### src/rtl/gbs_pkg.sv
// Shared constants, types and helper functions of the brush-stamp gray grid.
package gbs_pkg;

  localparam int GRID_SIDE  = 28;
  localparam int CELL_COUNT = GRID_SIDE * GRID_SIDE;
  localparam int ADDR_W     = $clog2(CELL_COUNT);
  localparam int CELL_W     = $clog2(GRID_SIDE);

  localparam int POS_W   = 16;
  localparam int OFS_W   = 12;
  localparam int CP_W    = 8;
  localparam int GRAY_W  = 8;
  localparam int COL_W   = 32;
  localparam int WGT_W   = 7;
  localparam int CFG_IDX_W  = 3;
  localparam int CFG_DATA_W = 12;

  localparam int DIV_STEPS = OFS_W;
  localparam int DIV_CNT_W = $clog2(DIV_STEPS);

  localparam logic [COL_W-1:0]  OPAQUE_ALPHA = 32'hFF00_0000;
  localparam logic [GRAY_W-1:0] GRAY_MAX     = 8'd255;

  localparam logic [1:0] MODE_STAMP = 2'd0;
  localparam logic [1:0] MODE_CLEAR = 2'd1;
  localparam logic [1:0] MODE_READ  = 2'd2;

  localparam logic [1:0] OUT_DONE    = 2'd0;
  localparam logic [1:0] OUT_OUTSIDE = 2'd1;
  localparam logic [1:0] OUT_ZERO    = 2'd2;

  localparam logic [CFG_IDX_W-1:0] REG_LEFT  = 3'd0;
  localparam logic [CFG_IDX_W-1:0] REG_TOP   = 3'd1;
  localparam logic [CFG_IDX_W-1:0] REG_SPAN  = 3'd2;
  localparam logic [CFG_IDX_W-1:0] REG_CELLP = 3'd3;

  typedef struct packed {
    logic load;
    logic div_start;
    logic stamp_rd;
    logic stamp_wr;
    logic read_rd;
    logic sweep;
    logic out_load;
  } gbs_cmd_t;

  typedef struct packed {
    logic [1:0] mode;
    logic       zero_size;
    logic       outside;
    logic       div_done;
    logic       brush_last;
    logic       sweep_last;
    logic       out_free;
  } gbs_stat_t;

  // Brush weight for offsets bx, by in 0..2 (centre at 1, 1).
  function automatic logic [WGT_W-1:0] brush_weight(input logic [1:0] bx,
                                                    input logic [1:0] by);
    logic cx;
    logic cy;
    cx = (bx == 2'd1);
    cy = (by == 2'd1);
    if (cx && cy) begin
      brush_weight = 7'd64;
    end else if (cx || cy) begin
      brush_weight = 7'd32;
    end else begin
      brush_weight = 7'd18;
    end
  endfunction

endpackage

### src/rtl/gbs_ctrl.sv
// Controller state machine sequencing the checks, divide, brush walk, read and sweep.
module gbs_ctrl (
  input  logic               clk,
  input  logic               rst_n,
  input  logic               in_valid,
  output logic               in_ready,
  input  gbs_pkg::gbs_stat_t stat,
  output gbs_pkg::gbs_cmd_t  cmd
);

  localparam logic [2:0] S_SWEEP = 3'd0;
  localparam logic [2:0] S_IDLE  = 3'd1;
  localparam logic [2:0] S_CHECK = 3'd2;
  localparam logic [2:0] S_DIV   = 3'd3;
  localparam logic [2:0] S_BRD   = 3'd4;
  localparam logic [2:0] S_BWR   = 3'd5;
  localparam logic [2:0] S_RRD   = 3'd6;
  localparam logic [2:0] S_FIN   = 3'd7;

  logic [2:0] state_r;
  logic [2:0] state_nxt;
  logic       sweep_item_r;
  logic       sweep_item_nxt;

  always_comb begin
    state_nxt      = state_r;
    sweep_item_nxt = sweep_item_r;
    cmd            = '0;
    in_ready       = 1'b0;
    unique case (state_r)
      S_SWEEP: begin
        cmd.sweep = 1'b1;
        if (stat.sweep_last) begin
          state_nxt      = sweep_item_r ? S_FIN : S_IDLE;
          sweep_item_nxt = 1'b0;
        end
      end
      S_IDLE: begin
        in_ready = 1'b1;
        if (in_valid) begin
          cmd.load  = 1'b1;
          state_nxt = S_CHECK;
        end
      end
      S_CHECK: begin
        if (stat.mode == gbs_pkg::MODE_CLEAR) begin
          sweep_item_nxt = 1'b1;
          state_nxt      = S_SWEEP;
        end else if ((stat.mode == gbs_pkg::MODE_STAMP || stat.mode == gbs_pkg::MODE_READ)
                     && !stat.zero_size && !stat.outside) begin
          cmd.div_start = 1'b1;
          state_nxt     = S_DIV;
        end else begin
          state_nxt = S_FIN;
        end
      end
      S_DIV: begin
        if (stat.div_done) begin
          state_nxt = (stat.mode == gbs_pkg::MODE_READ) ? S_RRD : S_BRD;
        end
      end
      S_BRD: begin
        cmd.stamp_rd = 1'b1;
        state_nxt    = S_BWR;
      end
      S_BWR: begin
        cmd.stamp_wr = 1'b1;
        state_nxt    = stat.brush_last ? S_FIN : S_BRD;
      end
      S_RRD: begin
        cmd.read_rd = 1'b1;
        state_nxt   = S_FIN;
      end
      S_FIN: begin
        if (stat.out_free) begin
          cmd.out_load = 1'b1;
          state_nxt    = S_IDLE;
        end
      end
      default: begin
        state_nxt = S_IDLE;
      end
    endcase
  end

  always_ff @(posedge clk) begin
    if (!rst_n) begin
      state_r      <= S_SWEEP;
      sweep_item_r <= 1'b0;
    end else begin
      state_r      <= state_nxt;
      sweep_item_r <= sweep_item_nxt;
    end
  end

  a_clear_done: assert property (@(posedge clk) disable iff (!rst_n)
    (state_r == S_SWEEP && stat.sweep_last && sweep_item_r) |=> state_r == S_FIN)
    else $error("clear request lost its result");

  a_div_then_walk: assert property (@(posedge clk) disable iff (!rst_n)
    (state_r == S_BRD || state_r == S_RRD) |-> stat.div_done)
    else $error("memory access before divide finished");

  a_load_only_idle: assert property (@(posedge clk) disable iff (!rst_n)
    cmd.load |=> state_r == S_CHECK)
    else $error("request taken outside idle");

endmodule

### config.mk
export PLATFORM = sky130hd
export DESIGN_NAME = gbs_ctrl
export DESIGN_NICKNAME = d
export VERILOG_FILES = /design/src/rtl/gbs_pkg.sv /design/src/rtl/gbs_ctrl.sv
export SDC_FILE = /design/constraint.sdc
export NUM_CORES = 1
export LEC_CHECK = 0
export ABC_AREA = 1
export BUFFER_PORTS_ARGS = -buffer_cell sky130_fd_sc_hd__buf_2
export CAP_MARGIN = 5
export CORE_UTILIZATION = 29
export DETAILED_ROUTE_END_ITERATION = 8
export PLACE_DENSITY = 0.59
export SETUP_SLACK_MARGIN = 0.05
export SYNTH_ARGS = -nofsm -noshare
export SYNTH_HDL_FRONTEND = slang
export SYNTH_SLANG_ARGS = --single-unit
### constraint.sdc
create_clock -name clk -period 3.2 [get_ports clk]
set_input_delay 0.32 -clock clk [delete_from_list [all_inputs] [get_ports clk]]
set_output_delay 0.32 -clock clk [all_outputs]
set_load 0.1 [all_outputs]
==> impl_metrics.yaml <==
logic_synthesis:
  avgSynthCellArea_um2: 5.614
  yosysSeqAreaShare_pct: 18.29
  synthDistinctLibCells: 18
  netlist_area_um2: 437.9
  synth.net_count: 89
  syn_inst: 78
  synth-warning-count: 0
  synth.top_cell.area_share_pct: 18.29
  synth_seq_cells: 4
  synthTopCellsByArea: "dfxtp_1 (18%), nand2_1 (16%), inv_1 (12%)"
  yosysTopAreaCell: "dfxtp_1"
floorplan:
  die-area_um2: 1670
  die_h_um: 40.86
  coreArea_um2: 1350
  die_w_um: 40.86
  start_util_pct: 32.44
  ioPinCount: 19
  num_rows: 13
hold_path:
  worstHoldPathCells: 3
  hold_path_startpoint: "rst_n"
  hp-class: "in2reg"
  min_delay_worst_endpoint: "state_r[0]"
critical_path:
  r2r-end: "state_r[0]"
  reg2reg_depth: 8
  cp-start-kind: "flop"
  path_max_fanout: 10
  endpoint_kind: "primary output"
  path_class: "reg2out"
  worst-r2r-setup-slack_ps: 1860
  crit_arrival_ps: 1630
  cp.required_ps: 2880
  r2r-start: "state_r[1]"
grt:
  antenna_found_initial: 0
  grt_use_total_pct: 15.47
  grt_pass1_wl_um: 1642
  grt_overflow_total: 0
  grt_max_degree: 11
  grt_pass1_vias: 411
cts:
  holdBufCountCts: 0
  cts.sinks: 4
  clock_path_buffers: 2
  cts_tree: "done"
  postCtsSetupRepairBufs: 0
  clk_pin_slew_ps: 40
  insertion_delay_ps: 240
  cts.repair.resized: 0
  clockRootBuffer: "clkbuf_4"
  cts_buffers: 3
  htreeDepth: 1
detailed_routing:
  vias: 504
  drtPass1Iterations: 4
  drt_iter0_markers: 27
  routed_wl_um: 1029
  wl_per_cell_um: 9.188
  drcViolationCount: 0
  vias_per_cell: 4.500
  antenna_left: 0
sta:
  drv_slew: 0
  setup_viol: 0
  rsz0062_at_grt: "false"
  worst-slew-pin-transition_ps: 484.9
  period_needed_ps: 1952
  slew_headroom_pct: 67.89
  timing.fmax_mhz: 512.4
  fin_worst_skew_ps: 7.514
  fin_crit_sh_pct: 60.99
  timing.setup.tns_ps: 0
  hold_viol_final: 0
cells_and_area:
  nets: 110
  fillers: 154
  multi_input_area_um2: 282.8
  drive_gt1_share_pct: 38.14
  regArea_um2: 80.08
  area_growth_pct: 27.14
  num_antenna_cells: 0
run_status:
  status: "completed"
run:
  maxCapViolCount: 0
placed_design:
  place.gp.congestion: 0.7492
  numPortBuffers: 18
  dp_hpwl_um: 821
metal layers:
layer	share of wire [%]	GRT usage, %	vias to the layer above
li1	-	-	276
met1	50	20.45	209
met2	41	22.27	17
met3	7.0	4.891	2
met4	1.8	7.500	0
met5	0	0	-
through the flow:
stage	std cells	area [µm²]	utilization [%]	worst slack (ps)	hold WS, ps
finish	112	556.8	41.24	1248	356.9
global route	112	556.8	41.24	1219	362.3
CTS	112	556.8	41.24	1282	348.9
detailed placement	109	534.3	39.57	1551	469.9
global placement	109	534.3	39.57	1589	478.4
floorplan	78	444.2	-	307.8	437.1
cell usage after synthesis:
| cell | n |
|---|---|
| a31oi_1 | 1 |
| dfxtp_1 | 4 |
| nor2_2 | 6 |
| nand3_1 | 4 |
| nor3_1 | 1 |
| nor3_2 | 1 |
| buf_4 | 1 |
| o21ai_0 | 2 |
| nor2_1 | 13 |
| inv_4 | 1 |
| inv_1 | 14 |
| inv_2 | 1 |
| nor4_1 | 1 |
| nand2_1 | 19 |
| nand3_2 | 3 |
| nand4_1 | 2 |
| buf_6 | 1 |
| nand2_2 | 3 |
worst max path at each step:
stage	start	to	cells after the start
after floorplan	state_r[2]	cmd[3]	3
after global placement	state_r[1]	cmd[2]	5
after detailed placement	state_r[1]	cmd[2]	5
after CTS	state_r[1]	cmd[2]	5
after global routing	state_r[1]	cmd[2]	5
final	state_r[1]	cmd[2]	5
layout make-up:
class	count	share of cell area (%)
Clock buffer	3	4.045
Inverter	16	11.24
Multi-Input combinational cell	56	50.79
Sequential cell	4	14.38
Tap cell	15	3.371
Timing Repair Buffer	18	16.18
layout by cell type (no fill, tap or decap), types with 3 or more instances in the layout:
master	instances
buf_2	18
clkbuf_4	3
dfxtp_1	4
inv_1	14
nand2_1	19
nand2_2	3
nand3_1	4
nand3_2	3
nor2_1	13
nor2_2	6
sequential cells by signal (all words and copies together) (netlist names):
register	cells
sweep_item_r	1
state_r	3
critical path, stage by stage, from the launching register on:
cell and delay, ps:
dfxtp_1 560, inv_1 110, nor2_1 150, nand2_1 90, inv_1 60, buf_2 410
cells by family (layout without fill, tap and decap cells):
group	after synthesis	count (layout)	share of synthesized area (%)
buffers and inverters	18	37	18.57
flip-flops	4	4	18.29
AND/OR/NAND/NOR	53	53	59.43
AO/OA/AOI/OAI	3	3	3.715
Power is not shown: default switching activity piles up to over one toggle a cycle in this logic, so the estimate is an artifact.
